[src/rtl/core/fro_pkg.sv]
package fro_pkg;

   // Geometry and sizing
   localparam int MAX_DIGITS = 8;
   localparam int COORD_BITS = 12;
   localparam int IDX_BITS = (MAX_DIGITS > 1) ? $clog2(MAX_DIGITS) : 1;
   localparam int COLOR_BITS = 16;
   localparam int ZOOM_BITS = 8;
   localparam int INTERVAL_BITS = 16;
   localparam int TIME_BITS = 32;
   localparam int RATE_BITS = 27;
   localparam int COUNT_BITS = 4;

   // Rate computation
   localparam logic [RATE_BITS-1:0] RATE_MAX = 27'd99999999;
   localparam int SCALE_BITS = 10;
   localparam logic [SCALE_BITS-1:0] RATE_SCALE = 10'd1000;
   localparam int NUM_BITS = RATE_BITS + SCALE_BITS;
   localparam int BCD_DIGITS = 8;
   localparam int DIV_STEPS = NUM_BITS;
   localparam int BCD_STEPS = RATE_BITS;
   localparam int STEP_BITS = 6;

   // Configuration port
   localparam int CSR_INDEX_BITS = 8;
   localparam int CSR_DATA_BITS = 16;
   localparam logic [CSR_INDEX_BITS-1:0] CSR_TEXT_X = 8'd0;
   localparam logic [CSR_INDEX_BITS-1:0] CSR_TEXT_Y = 8'd1;
   localparam logic [CSR_INDEX_BITS-1:0] CSR_ZOOM = 8'd2;
   localparam logic [CSR_INDEX_BITS-1:0] CSR_INTERVAL = 8'd3;

   localparam logic [COORD_BITS-1:0] TEXT_X_RESET = 12'd4;
   localparam logic [COORD_BITS-1:0] TEXT_Y_RESET = 12'd0;
   localparam logic [ZOOM_BITS-1:0] ZOOM_RESET = 8'd2;
   localparam logic [INTERVAL_BITS-1:0] INTERVAL_RESET = 16'd1000;

   // Item kinds
   localparam logic ITEM_FRAME = 1'b0;
   localparam logic ITEM_PIXEL = 1'b1;

   localparam logic [COLOR_BITS-1:0] PIXEL_INVERT = 16'hFFFF;

   // 5 rows of 40 bits, digit n at columns 4n..4n+3, first column at the MSB
   localparam int FONT_BITS = 200;
   localparam logic [FONT_BITS-1:0] FONT_ROM =
      200'hE2EEAEEEEE_A222A882AA_A2E6EEE2EE_A28222A2A2_E2EE2EE2EE;
   localparam logic [7:0] FONT_LAST = 8'd199;
   localparam logic [7:0] FONT_ROW_STRIDE = 8'd40;

   typedef struct packed {
      logic                  req_type;
      logic [TIME_BITS-1:0]  time_ms;
      logic [COORD_BITS-1:0] pixel_x;
      logic [COORD_BITS-1:0] pixel_y;
      logic [COLOR_BITS-1:0] pixel_in;
   } req_word_type;

   typedef struct packed {
      logic [COLOR_BITS-1:0] pixel_out;
      logic [RATE_BITS-1:0]  rate_shown;
   } rsp_word_type;

   typedef struct packed {
      logic accept;
      logic mul;
      logic div_step;
      logic sat;
      logic bcd_step;
      logic count;
   } fro_cmd_type;

   typedef struct packed {
      logic frame_item;
      logic window_hit;
      logic out_free;
   } fro_sts_type;

   function automatic logic glyph_lit(input logic [3:0] digit, input logic [1:0] col,
                                      input logic [2:0] row);
      logic [7:0] bit_pos;
      bit_pos = 8'(row) * FONT_ROW_STRIDE + {2'b00, digit, 2'b00} + {6'b0, col};
      if (digit > 4'd9 || row > 3'd4) begin
         return 1'b0;
      end
      return FONT_ROM[FONT_LAST - bit_pos];
   endfunction

   // v / z for z in 1..4 and v below 5*z; divide by three is (v*11)>>5
   function automatic logic [2:0] div_by_zoom(input logic [4:0] v, input logic [2:0] z);
      logic [8:0] prod;
      prod = {4'b0, v} * 9'd11;
      case (z)
         3'd1:    return v[2:0];
         3'd2:    return v[3:1];
         3'd3:    return prod[7:5];
         default: return v[4:2];
      endcase
   endfunction

endpackage

[src/rtl/core/frame_rate_digit_overlay_core.sv]
// Pixel words: result in the output register in the cycle after accept, one pixel per cycle
// while the output is free and no rate update runs. Frame words give no result. One that
// closes the rate window holds the input stalled after accept through multiply, divide one
// quotient bit a cycle, clamp, binary to BCD one bit a cycle, digit count; others don't stall.
// Synchronous reset restores register defaults, clears counts and time, and shows rate 0.
module frame_rate_digit_overlay_core (
   input  logic                               clock,
   input  logic                               reset,
   input  logic                               req_valid,
   output logic                               req_stall,
   input  fro_pkg::req_word_type              req_data,
   output logic                               rsp_valid,
   input  logic                               rsp_stall,
   output fro_pkg::rsp_word_type              rsp_data,
   input  logic                               csr_valid,
   output logic                               csr_ready,
   input  logic [fro_pkg::CSR_INDEX_BITS-1:0] csr_index,
   input  logic [fro_pkg::CSR_DATA_BITS-1:0]  csr_data
);
   import fro_pkg::*;

   fro_cmd_type cmd;
   fro_sts_type sts;

   fro_ctrl u_ctrl (
      .clock     (clock),
      .reset     (reset),
      .req_valid (req_valid),
      .req_stall (req_stall),
      .sts       (sts),
      .cmd       (cmd)
   );

   fro_dp u_dp (
      .clock     (clock),
      .reset     (reset),
      .req_data  (req_data),
      .rsp_valid (rsp_valid),
      .rsp_stall (rsp_stall),
      .rsp_data  (rsp_data),
      .csr_valid (csr_valid),
      .csr_ready (csr_ready),
      .csr_index (csr_index),
      .csr_data  (csr_data),
      .cmd       (cmd),
      .sts       (sts)
   );

endmodule

[src/rtl/core/fro_ctrl.sv]
module fro_ctrl (
   input  logic                clock,
   input  logic                reset,
   input  logic                req_valid,
   output logic                req_stall,
   input  fro_pkg::fro_sts_type sts,
   output fro_pkg::fro_cmd_type cmd
);
   import fro_pkg::*;

   typedef enum logic [2:0] {
      ST_IDLE,
      ST_MUL,
      ST_DIV,
      ST_SAT,
      ST_BCD,
      ST_COUNT
   } state_type;

   state_type             state_ff, state_in;
   logic [STEP_BITS-1:0]  step_ff, step_in;
   logic                  idle;

   assign idle = (state_ff == ST_IDLE);
   assign req_stall = !(idle && sts.out_free);

   always_comb begin
      cmd = '0;
      cmd.accept = idle && sts.out_free && req_valid;
      cmd.mul = (state_ff == ST_MUL);
      cmd.div_step = (state_ff == ST_DIV);
      cmd.sat = (state_ff == ST_SAT);
      cmd.bcd_step = (state_ff == ST_BCD);
      cmd.count = (state_ff == ST_COUNT);
   end

   always_comb begin
      state_in = state_ff;
      step_in = step_ff;
      unique case (state_ff)
         ST_IDLE: begin
            if (cmd.accept && sts.frame_item && sts.window_hit) begin
               state_in = ST_MUL;
            end
         end
         ST_MUL: begin
            state_in = ST_DIV;
            step_in = '0;
         end
         ST_DIV: begin
            if (step_ff == STEP_BITS'(DIV_STEPS - 1)) begin
               state_in = ST_SAT;
               step_in = '0;
            end else begin
               step_in = step_ff + 1'b1;
            end
         end
         ST_SAT: begin
            state_in = ST_BCD;
            step_in = '0;
         end
         ST_BCD: begin
            if (step_ff == STEP_BITS'(BCD_STEPS - 1)) begin
               state_in = ST_COUNT;
               step_in = '0;
            end else begin
               step_in = step_ff + 1'b1;
            end
         end
         ST_COUNT: begin
            state_in = ST_IDLE;
         end
         default: begin
            state_in = ST_IDLE;
         end
      endcase
   end

   always_ff @(posedge clock) begin
      if (reset) begin
         state_ff <= ST_IDLE;
         step_ff <= '0;
      end else begin
         state_ff <= state_in;
         step_ff <= step_in;
      end
   end

endmodule

[src/rtl/core/fro_dp.sv]
module fro_dp (
   input  logic                                 clock,
   input  logic                                 reset,
   input  fro_pkg::req_word_type                req_data,
   output logic                                 rsp_valid,
   input  logic                                 rsp_stall,
   output fro_pkg::rsp_word_type                rsp_data,
   input  logic                                 csr_valid,
   output logic                                 csr_ready,
   input  logic [fro_pkg::CSR_INDEX_BITS-1:0]   csr_index,
   input  logic [fro_pkg::CSR_DATA_BITS-1:0]    csr_data,
   input  fro_pkg::fro_cmd_type                 cmd,
   output fro_pkg::fro_sts_type                 sts
);
   import fro_pkg::*;

   // configuration
   logic [COORD_BITS-1:0]    text_x_ff, text_x_in;
   logic [COORD_BITS-1:0]    text_y_ff, text_y_in;
   logic [ZOOM_BITS-1:0]     zoom_ff, zoom_in;
   logic [INTERVAL_BITS-1:0] interval_ff, interval_in;

   // rate state
   logic [RATE_BITS-1:0]     frame_count_ff, frame_count_in;
   logic [TIME_BITS-1:0]     window_start_ff, window_start_in;
   logic [RATE_BITS-1:0]     shown_rate_ff, shown_rate_in;
   logic [BCD_DIGITS-1:0][3:0] bcd_ff, bcd_in;
   logic [COUNT_BITS-1:0]    digits_ff, digits_in;

   // divide / convert working registers
   logic [RATE_BITS-1:0]     op_ff, op_in;
   logic [TIME_BITS-1:0]     divisor_ff, divisor_in;
   logic [NUM_BITS-1:0]      work_ff, work_in;
   logic [TIME_BITS-1:0]     rem_ff, rem_in;

   // output register
   logic                     rsp_valid_ff, rsp_valid_in;
   rsp_word_type             rsp_data_ff, rsp_data_in;

   logic                     frame_accept, pixel_accept;
   logic [TIME_BITS-1:0]     elapsed;
   logic [INTERVAL_BITS-1:0] need;
   logic                     window_hit;
   logic [RATE_BITS-1:0]     count_inc;

   logic [TIME_BITS:0]       trial;
   logic                     trial_ge;
   logic [TIME_BITS:0]       trial_diff;
   logic [RATE_BITS-1:0]     quotient_sat;
   logic [BCD_DIGITS*4-1:0]  bcd_adj;
   logic [COUNT_BITS-1:0]    digit_count;

   logic [COLOR_BITS-1:0]    pixel_res;

   assign frame_accept = cmd.accept && (req_data.req_type == ITEM_FRAME);
   assign pixel_accept = cmd.accept && (req_data.req_type == ITEM_PIXEL);

   // ---- frame window ----
   assign elapsed = req_data.time_ms - window_start_ff;
   assign need = (interval_ff == '0) ? INTERVAL_BITS'(1) : interval_ff;
   assign window_hit = elapsed >= {{(TIME_BITS-INTERVAL_BITS){1'b0}}, need};
   assign count_inc = (frame_count_ff < RATE_MAX) ? frame_count_ff + 1'b1 : frame_count_ff;

   assign sts.frame_item = (req_data.req_type == ITEM_FRAME);
   assign sts.window_hit = window_hit;
   assign sts.out_free = !rsp_valid_ff || !rsp_stall;

   // ---- restoring divide, one quotient bit per step ----
   assign trial = {rem_ff, work_ff[NUM_BITS-1]};
   assign trial_ge = trial >= {1'b0, divisor_ff};
   assign trial_diff = trial - {1'b0, divisor_ff};
   assign quotient_sat = (work_ff > NUM_BITS'(RATE_MAX)) ? RATE_MAX : work_ff[RATE_BITS-1:0];

   // ---- binary to BCD, add-3 then shift ----
   always_comb begin
      for (int i = 0; i < BCD_DIGITS; i++) begin
         bcd_adj[i*4 +: 4] = (bcd_ff[i] >= 4'd5) ? bcd_ff[i] + 4'd3 : bcd_ff[i];
      end
   end

   always_comb begin
      digit_count = COUNT_BITS'(1);
      for (int i = 1; i < BCD_DIGITS; i++) begin
         if (bcd_ff[i] != 4'd0) begin
            digit_count = COUNT_BITS'(i + 1);
         end
      end
   end

   // ---- pixel overlay ----
   always_comb begin
      logic [2:0]             z;
      logic [4:0]             cellw;
      logic [4:0]             five_z;
      logic [COORD_BITS-1:0]  dx, dy;
      logic [COORD_BITS-1:0]  span;
      logic [COORD_BITS-1:0]  base;
      logic [COORD_BITS-1:0]  step_base;
      logic [COORD_BITS-1:0]  rem_x;
      logic [IDX_BITS-1:0]    idx;
      logic [COUNT_BITS-1:0]  pos;
      logic [3:0]             digit;
      logic [2:0]             col, row;
      logic                   hit;

      if (zoom_ff == '0) begin
         z = 3'd1;
      end else if (zoom_ff > ZOOM_BITS'(4)) begin
         z = 3'd4;
      end else begin
         z = zoom_ff[2:0];
      end
      cellw = {z, 2'b00};
      five_z = {z, 2'b00} + {2'b00, z};
      dx = req_data.pixel_x - text_x_ff;
      dy = req_data.pixel_y - text_y_ff;
      span = COORD_BITS'(MAX_DIGITS) * COORD_BITS'(cellw);

      // digit index by threshold compare, each digit cell is cellw wide
      idx = '0;
      base = '0;
      for (int k = 1; k < MAX_DIGITS; k++) begin
         step_base = COORD_BITS'(k) * COORD_BITS'(cellw);
         if (dx >= step_base) begin
            idx = IDX_BITS'(k);
            base = step_base;
         end
      end
      rem_x = dx - base;
      col = div_by_zoom(rem_x[4:0], z);
      row = div_by_zoom(dy[4:0], z);

      // digits are held least significant first; idx 0 is the leading digit
      pos = digits_ff - COUNT_BITS'(1) - COUNT_BITS'(idx);
      digit = bcd_ff[pos[2:0]];

      hit = (req_data.pixel_x >= text_x_ff) && (req_data.pixel_y >= text_y_ff)
            && (dy < COORD_BITS'(five_z)) && (dx < span)
            && (COUNT_BITS'(idx) < digits_ff)
            && glyph_lit(digit, col[1:0], row);
      pixel_res = hit ? (req_data.pixel_in ^ PIXEL_INVERT) : req_data.pixel_in;
   end

   // ---- next-state ----
   always_comb begin
      text_x_in = text_x_ff;
      text_y_in = text_y_ff;
      zoom_in = zoom_ff;
      interval_in = interval_ff;
      if (csr_valid) begin
         unique case (csr_index)
            CSR_TEXT_X:   text_x_in = csr_data[COORD_BITS-1:0];
            CSR_TEXT_Y:   text_y_in = csr_data[COORD_BITS-1:0];
            CSR_ZOOM:     zoom_in = csr_data[ZOOM_BITS-1:0];
            CSR_INTERVAL: interval_in = csr_data[INTERVAL_BITS-1:0];
            default: ;
         endcase
      end
   end

   always_comb begin
      frame_count_in = frame_count_ff;
      window_start_in = window_start_ff;
      shown_rate_in = shown_rate_ff;
      bcd_in = bcd_ff;
      digits_in = digits_ff;
      op_in = op_ff;
      divisor_in = divisor_ff;
      work_in = work_ff;
      rem_in = rem_ff;

      if (frame_accept) begin
         if (window_hit) begin
            op_in = count_inc;
            divisor_in = elapsed;
            window_start_in = req_data.time_ms;
            frame_count_in = '0;
         end else begin
            frame_count_in = count_inc;
         end
      end
      if (cmd.mul) begin
         work_in = {{SCALE_BITS{1'b0}}, op_ff} * {{RATE_BITS{1'b0}}, RATE_SCALE};
         rem_in = '0;
      end
      if (cmd.div_step) begin
         rem_in = trial_ge ? trial_diff[TIME_BITS-1:0] : trial[TIME_BITS-1:0];
         work_in = {work_ff[NUM_BITS-2:0], trial_ge};
      end
      if (cmd.sat) begin
         shown_rate_in = quotient_sat;
         work_in = {quotient_sat, {SCALE_BITS{1'b0}}};
         bcd_in = '0;
      end
      if (cmd.bcd_step) begin
         bcd_in = {bcd_adj[BCD_DIGITS*4-2:0], work_ff[NUM_BITS-1]};
         work_in = {work_ff[NUM_BITS-2:0], 1'b0};
      end
      if (cmd.count) begin
         digits_in = digit_count;
      end
   end

   always_comb begin
      rsp_valid_in = rsp_valid_ff;
      rsp_data_in = rsp_data_ff;
      if (pixel_accept) begin
         rsp_valid_in = 1'b1;
         rsp_data_in.pixel_out = pixel_res;
         rsp_data_in.rate_shown = shown_rate_ff;
      end else if (!rsp_stall) begin
         rsp_valid_in = 1'b0;
      end
   end

   always_ff @(posedge clock) begin
      if (reset) begin
         text_x_ff <= TEXT_X_RESET;
         text_y_ff <= TEXT_Y_RESET;
         zoom_ff <= ZOOM_RESET;
         interval_ff <= INTERVAL_RESET;
         frame_count_ff <= '0;
         window_start_ff <= '0;
         shown_rate_ff <= '0;
         bcd_ff <= '0;
         digits_ff <= COUNT_BITS'(1);
         rsp_valid_ff <= 1'b0;
      end else begin
         text_x_ff <= text_x_in;
         text_y_ff <= text_y_in;
         zoom_ff <= zoom_in;
         interval_ff <= interval_in;
         frame_count_ff <= frame_count_in;
         window_start_ff <= window_start_in;
         shown_rate_ff <= shown_rate_in;
         bcd_ff <= bcd_in;
         digits_ff <= digits_in;
         rsp_valid_ff <= rsp_valid_in;
      end
   end

   always_ff @(posedge clock) begin
      op_ff <= op_in;
      divisor_ff <= divisor_in;
      work_ff <= work_in;
      rem_ff <= rem_in;
      rsp_data_ff <= rsp_data_in;
   end

   assign rsp_valid = rsp_valid_ff;
   assign rsp_data = rsp_data_ff;
   assign csr_ready = 1'b1;

endmodule
[config.mk]
export PLATFORM = sky130hd
export DESIGN_NAME = frame_rate_digit_overlay_core
export DESIGN_NICKNAME = d
export VERILOG_FILES = /design/src/rtl/core/fro_pkg.sv /design/src/rtl/core/frame_rate_digit_overlay_core.sv /design/src/rtl/core/fro_ctrl.sv /design/src/rtl/core/fro_dp.sv
export SDC_FILE = /design/constraint.sdc
export NUM_CORES = 1
export LEC_CHECK = 0
export BUFFER_PORTS_ARGS = -buffer_cell sky130_fd_sc_hd__buf_2
export CORE_MARGIN = 1
export CORE_UTILIZATION = 35
export CTS_CLUSTER_SIZE = 14
export DETAILED_ROUTE_END_ITERATION = 16
export PLACE_DENSITY_LB_ADDON = 0.15
export SYNTH_ARGS = -nofsm -noshare
export SYNTH_HDL_FRONTEND = slang
export SYNTH_HIERARCHICAL = 1
export SYNTH_SLANG_ARGS = --single-unit
[constraint.sdc]
create_clock -name clock -period 9.1 [get_ports clock]
set_input_delay 0.91 -clock clock [delete_from_list [all_inputs] [get_ports clock]]
set_output_delay 0.91 -clock clock [all_outputs]
set_load 0.05 [all_outputs]
# --- Word level (Yosys, flattened, before mapping) ---
# Memories as Yosys holds them, arrays and structs flattened.
# Cells that the tools add are included.
word_totals:
  romBits: 256
  n_memories: 1
  ff_bits: 351
  input_bits: 102
memory_table:
  columns: ["name", "depth", "word_bits", "rd", "rd_ports_with_merged_regs", "wr", "line_no", "text"]
  rows:
  - ["(no name shown)", 256, 1, 1, 0, 0, "fro_pkg.sv:85", "return FONT_ROM[FONT_LAST - bit_pos];"]
op_classes:
  n_addsub: 21
  bitwise_logic: 2
  n_reduce_logical: 38
  n_eq_ne: 17
  order_cmp: 29
  mux: 62
  mul: 8
op_table:
  columns: ["cell", "n"]
  rows:
  - ["32-bit 2-to-1 mux", 5]
  - ["37-bit 2-to-1 mux", 4]
  - ["27-bit 2-to-1 mux", 3]
  - ["32-bit subtractor", 2]
  - ["3-bit 2-to-1 mux", 14]
  - ["37-bit by 27-bit > comparator with 1-bit output (second input constant)", 1]
  - ["12-bit by 8-bit >= comparator with 1-bit output", 3]
  - ["4-bit 2-to-1 mux", 9]
  - ["5-bit 2-to-1 mux", 7]
  - ["27-bit by 7-bit multiplier with 34-bit output (second input constant)", 1]
  - ["33-bit by 32-bit >= comparator with 1-bit output", 1]
  - ["32-bit by 16-bit >= comparator with 1-bit output", 1]
  - ["4-bit by 3-bit >= comparator with 1-bit output (second input constant)", 8]
  - ["16-bit 2-to-1 mux", 2]
  - ["4-bit nonzero test", 8]
  - ["4-bit by 2-bit adder with 4-bit output (second input constant)", 7]
  - ["27-bit by 1-bit adder with 27-bit output (second input constant)", 1]
  - ["27-bit < comparator (second input constant)", 1]
  - ["12-bit >= comparator", 2]
  - ["12-bit by 7-bit >= comparator with 1-bit output", 2]
  - ["12-bit subtractor", 2]
  - ["6-bit one-hot mux with 3 select lines", 1]
  - ["8-bit by 2-bit == test with 1-bit output (second input constant)", 2]
  - ["16-bit logical NOT", 1]
  - ["51 further kinds", 89]

# --- Logic depth before layout (Yosys ltp) ---
depth:
  depth_word: 22
  depth_mapped: 43
  mapped_depth_nobuf: 42

# --- Hierarchy ---
# Netlist, hierarchy kept.
modules_own_cells:
  columns: ["mod", "seq_area_each_um2", "area_each_um2", "cells_each", "n_inst"]
  rows:
  - ["fro_dp", 8548.2, 26953.4, 2919, 1]
  - ["fro_ctrl", 180.2, 559.3, 66, 1]

# --- Worst setup path after synthesis ---
# Ideal clock, no wire load.
synth_timing:
  kind: "input to register"
  from: "input port req_data[28] (netlist bit)"
  to: "register u_dp.rsp_data_ff, in the netlist u_dp/rsp_data[32] (data pin)"
  required_time_ns: 8.841
  path_stages: 41
  t_arrival_ns: 9.223
  path_slack_ns: -0.382
  cell_sequence: "inv_1 > ha_1 > inv_1 > fa_1 > a21o_1 > a211oi_1 > inv_1 > a21oi_1 > xnor2_1 > ha_1 > nand4b_1 > a21boi_0 > o21ai_0 > nand2b_1 > maj3_1 > a2111o_1 > a21oi_1 > o21a_1 > (+5 left out) > ha_1 > inv_1 > fa_1 > inv_1 > ha_1 > o21ai_0 > a21oi_1 > or2_2 > a221oi_2 > nand2_2 > ha_1 > a22o_1 > a2111o_1 > a21oi_1 > a2111oi_1 > a2111oi_4 > buf_12 > xor2_2"
synth_between:
  elab_chain_len: 20
  word_cells_on_any_way: 46
  cone_classes: "6 x add/sub; 1 x mul; 11 x order compare; 21 x mux; 6 x reduce/logical; 1 x memory"
synth_lines:
  columns: ["item", "line_no", "text"]
  rows:
  - ["start, declared", "frame_rate_digit_overlay_core.sv:11", "input fro_pkg::req_word_type req_data,"]
  - ["parallel branches: the longest is 18 deep, another holds 12-bit subtractor", null, null]
  - ["1-bit logical AND (*)", "fro_dp.sv:140", "&& glyph_lit(digit, col[1:0], row);"]
  - ["16-bit 2-to-1 mux (*)", "fro_dp.sv:141", "pixel_res = hit ? (req_data.pixel_in ^ PIXEL_INVERT) : req_data.pixel_in;"]
  - ["via u_dp.pixel_res[5]", "fro_dp.sv:53", "logic [COLOR_BITS-1:0] pixel_res;"]
  - ["end signal, assigned", "fro_dp.sv:247", "rsp_data_ff <= rsp_data_in;"]
  - ["end, declared", "fro_dp.sv:38", "rsp_word_type rsp_data_ff, rsp_data_in;"]
# Mark *: on every way through the listed nets, which the timed path passes. The select of a mux whose other input is x is not followed.
# A chain may end at the register's enable or synchronous reset.

# --- Worst setup path in the final report ---
layout_timing:
  from: "input port req_data[28] (netlist bit)"
  to: "register u_dp.rsp_data_ff, in the netlist u_dp/rsp_data[29] (data pin)"
# Same word-level chain as after synthesis.

==> summary.txt <==
Die
  – Num rows: 102
  – Core Box Area: 77600 um2
  – Die W: 282 um
  – Initial Util: 35.5%
  – Die area: 79700 um2
  – Top Ports: 148
  – Die height: 282 um

Logic synthesis
  – YS warnings: 6
  – Syn Inst Count: 2985
  – Area contributors post-synth: edfxtp_1, dfxtp_1, ha_1, fa_1, a21oi_1
  – Count leader, synth: ha_1
  – Primary FF master, synth: dfxtp_1
  – Post-synth top area share: 18.6%
  – Synth unique cells: 104
  – Syn Nets: 3475
  – Yosys top cell by area: edfxtp_1
  – Synthesis-stage register bit count: 351
  – Synth cell count leaders: ha_1, nand2_1, inv_1, nor2_1, a21oi_1
  – Sequential area share after synthesis: 31.7%
  – Cell Area, Synth: 27500 um2
  – Mean Syn Cell Area: 9.22 um2
  – Async set-reset flop share out of synthesis: 0%
  – EDFF count, synth: 170

Clock network
  – Num Clock Sinks: 351
  – Post-CTS Hold Buffers: 0
  – Clock latency on the worst-skew pair: 580 ps
  – Maximum clock insertion buffer count: 3
  – Reg clk slew, reported paths: 50 ps
  – H-tree levels: 2
  – CTS root buf: clkbuf_16
  – Cts bufs inserted: 45
  – CTS tree: done

Timing
  – Part of the cycle the worst path needs: 95.6%
  – Final TNS setup: 0 ps
  – Final WS setup: 396 ps
  – Slew Viols, Final: 0
  – Setup Skew: 22.0 ps
  – Worst Max-Slew Pin Slew: 1220 ps
  – Fmax: 0.115 GHz
  – Final hold vios: 0
  – Minimum clock period: 8700 ps
  – Final setup viols: 0
  – Worst slew margin: 18.5%

Global route
  – Total global routing overflow: 0
  – Largest net degree at the start of global routing: 75
  – GRT busiest layer: met2
  – Met1 Use GR: 25.2%
  – Number of global-route vias before repair: 21700
  – M2 GR Usage: 29.1%
  – Met3 GRT Util: 2.59%
  – First-pass GRT wire length: 116 mm
  – Initial antenna violation count: 1
  – Tot GR Track Use: 18.0%

Critical path
  – Most used cell, CP: inv_1
  – CP max stage cell: fa_1
  – Worst r2r src: u_dp/text_x_ff[0]$_SDFFE_PP0P_
  – CP top delay family: compound AO/OA/AOI/OAI gates
  – CP startpoint kind: input port
  – Largest stage delay, worst path: 510 ps
  – Worst-path maximum fanout: 7
  – Worst Path Buf+Inv: 10
  – Data arrival time of the worst path: 9040 ps
  – CP endpoint kind: register
  – Data required, critical path: 9430 ps
  – CP startpoint: req_data[28]
  – Setup CP Type: in -> reg

Power and ir drop
  – Pleak: 12.7 nW
  – Internal power: 3.58 mW
  – Flop pwr share: 34.7%
  – Max IR drop VDD: 0.000119 V
  – Sw power: 1.86 mW
  – Clock power frac: 31.6%
  – Combinational fraction of design power: 33.7%
  – Total design power: 5.45 mW
  – Sw Share: 34.2%
  – Pwr/cell area: 174 nW/um2

Routing
  – DRT Pass-1 Iters: 5
  – Initial DRC Count: 1355
  – Post-DRT Antenna Nets: 0
  – Via Count: 22500
  – WL final: 72.7 mm
  – Wirelength per Cell: 17.3 um
  – Final routed DRC violation total: 0
  – Vias per cell: 5.34

Place
  – Port Buffers: 146
  – # placed instances: 4119
  – Placer Congestion: 0.882
  – Worst Setup Slack post-DPL: -480 ps
  – Final HPWL DP: 54.5 mm

Status
  – Status: complete, no violations

Job
  – Max_cap viols: 0

Min path
  – Worst hold-check path type: reg -> reg
  – HP Start: u_dp/shown_rate_ff[19]$_SDFFE_PP0P_

Layout
  – Share of cells above drive strength 1: 12.2%
  – Finished Layout Cells: 4210
  – Final net count: 3623
  – Area Overhead vs Synth: 13.5%
  – Antenna cells: 0
[power groups by stage]
stage / combinational [mW] / clock (mW) / sequential (mW)
after floorplan: 1.32 / 0 / 1.92
after global placement: 1.76 / 0 / 1.92
after detailed placement: 1.79 / 0 / 1.92
after CTS: 1.81 / 1.79 / 1.89
after global routing: 2.05 / 1.85 / 1.90
final: 1.83 / 1.72 / 1.89
[state kept, by name (all words and copies together) (netlist names), 16 cells and up]
name / count
u_dp/work_ff: 37
u_dp/rem_ff: 32
u_dp/interval_ff: 16
u_dp/bcd_ff: 32
u_dp/shown_rate_ff: 27
u_dp/frame_count_ff: 27
u_dp/op_ff: 27
u_dp/divisor_ff: 32
u_dp/rsp_data: 43
u_dp/window_start_ff: 32
[placed cells by master (no fill, tap or decap), types with 47 or more instances in the layout]
cell type / instances
inv_1: 232
fa_1: 109
o21ai_0: 114
clkbuf_16: 47
nand2_1: 272
a21oi_1: 212
dfxtp_1: 181
edfxtp_1: 170
nor3_1: 81
xnor2_1: 76
a21o_1: 49
buf_2: 145
o211ai_1: 54
mux2i_1: 84
buf_4: 69
nand3_1: 54
xor2_1: 59
and3_1: 59
ha_1: 274
nor2_1: 236
[kinds of logic (layout without fill, tap and decap cells)]
family          after synthesis  count (layout)  synth area share (%)
buf+inv                     358             543                  5.13
fa+ha+maj                   390             390                  20.7
xor+xnor                    149             149                  5.04
compound gates              747             747                  18.0
simple gates                890             890                  15.4
flops                       351             351                  31.7
mux                          99              99                  4.01
other cells                   1               1                0.0136
[what timing repair did]
item                                    CTS  global route
gates resized for setup                   0            25
buffers inserted                          0             7
endpoints found under the setup margin    0            16
[metrics by stage]
| step | util (%) | hold WS [ps] | instance area, um2 |
|---|---|---|---|
| final | 40.3 | 431 | 31200 |
| after global routing | 40.3 | 436 | 31200 |
| after CTS | 40.0 | 430 | 31000 |
| after detailed placement | 38.2 | 420 | 29600 |
| after global placement | 38.2 | 415 | 29600 |
| after floorplan | - | 409 | 27500 |
[worst paths after layout]
kind,endpoint,slack (ps),cells after the start
setup / recovery,u_dp/rsp_data[29]$_DFFE_PP_,400,45
hold / removal,u_dp/rsp_data[19]$_DFFE_PP_,430,0
setup reg to reg,u_dp/rsp_data[29]$_DFFE_PP_,510,43
hold reg to reg,u_dp/rsp_data[19]$_DFFE_PP_,430,0
[cell type report]
cell class | instances | area, um2
fill | 7786 | 46400
multi-input combinational | 2276 | 17600
sequential | 351 | 8730
timing repair buffer | 218 | 1320
tap | 1040 | 1300
clock buffer | 64 | 1270
inverter | 241 | 905
clock inverter | 20 | 153
[per-layer routing]
metal	routed length, um	part of all wire, %	vias to the layer above
met1	34400	47	10900
li1	-	-	11100
met3	3370	4.6	92
met5	0	0	-
met2	33600	46	481
met4	1420	2.0	0
Note: power is estimated with default switching activity, not from simulation.
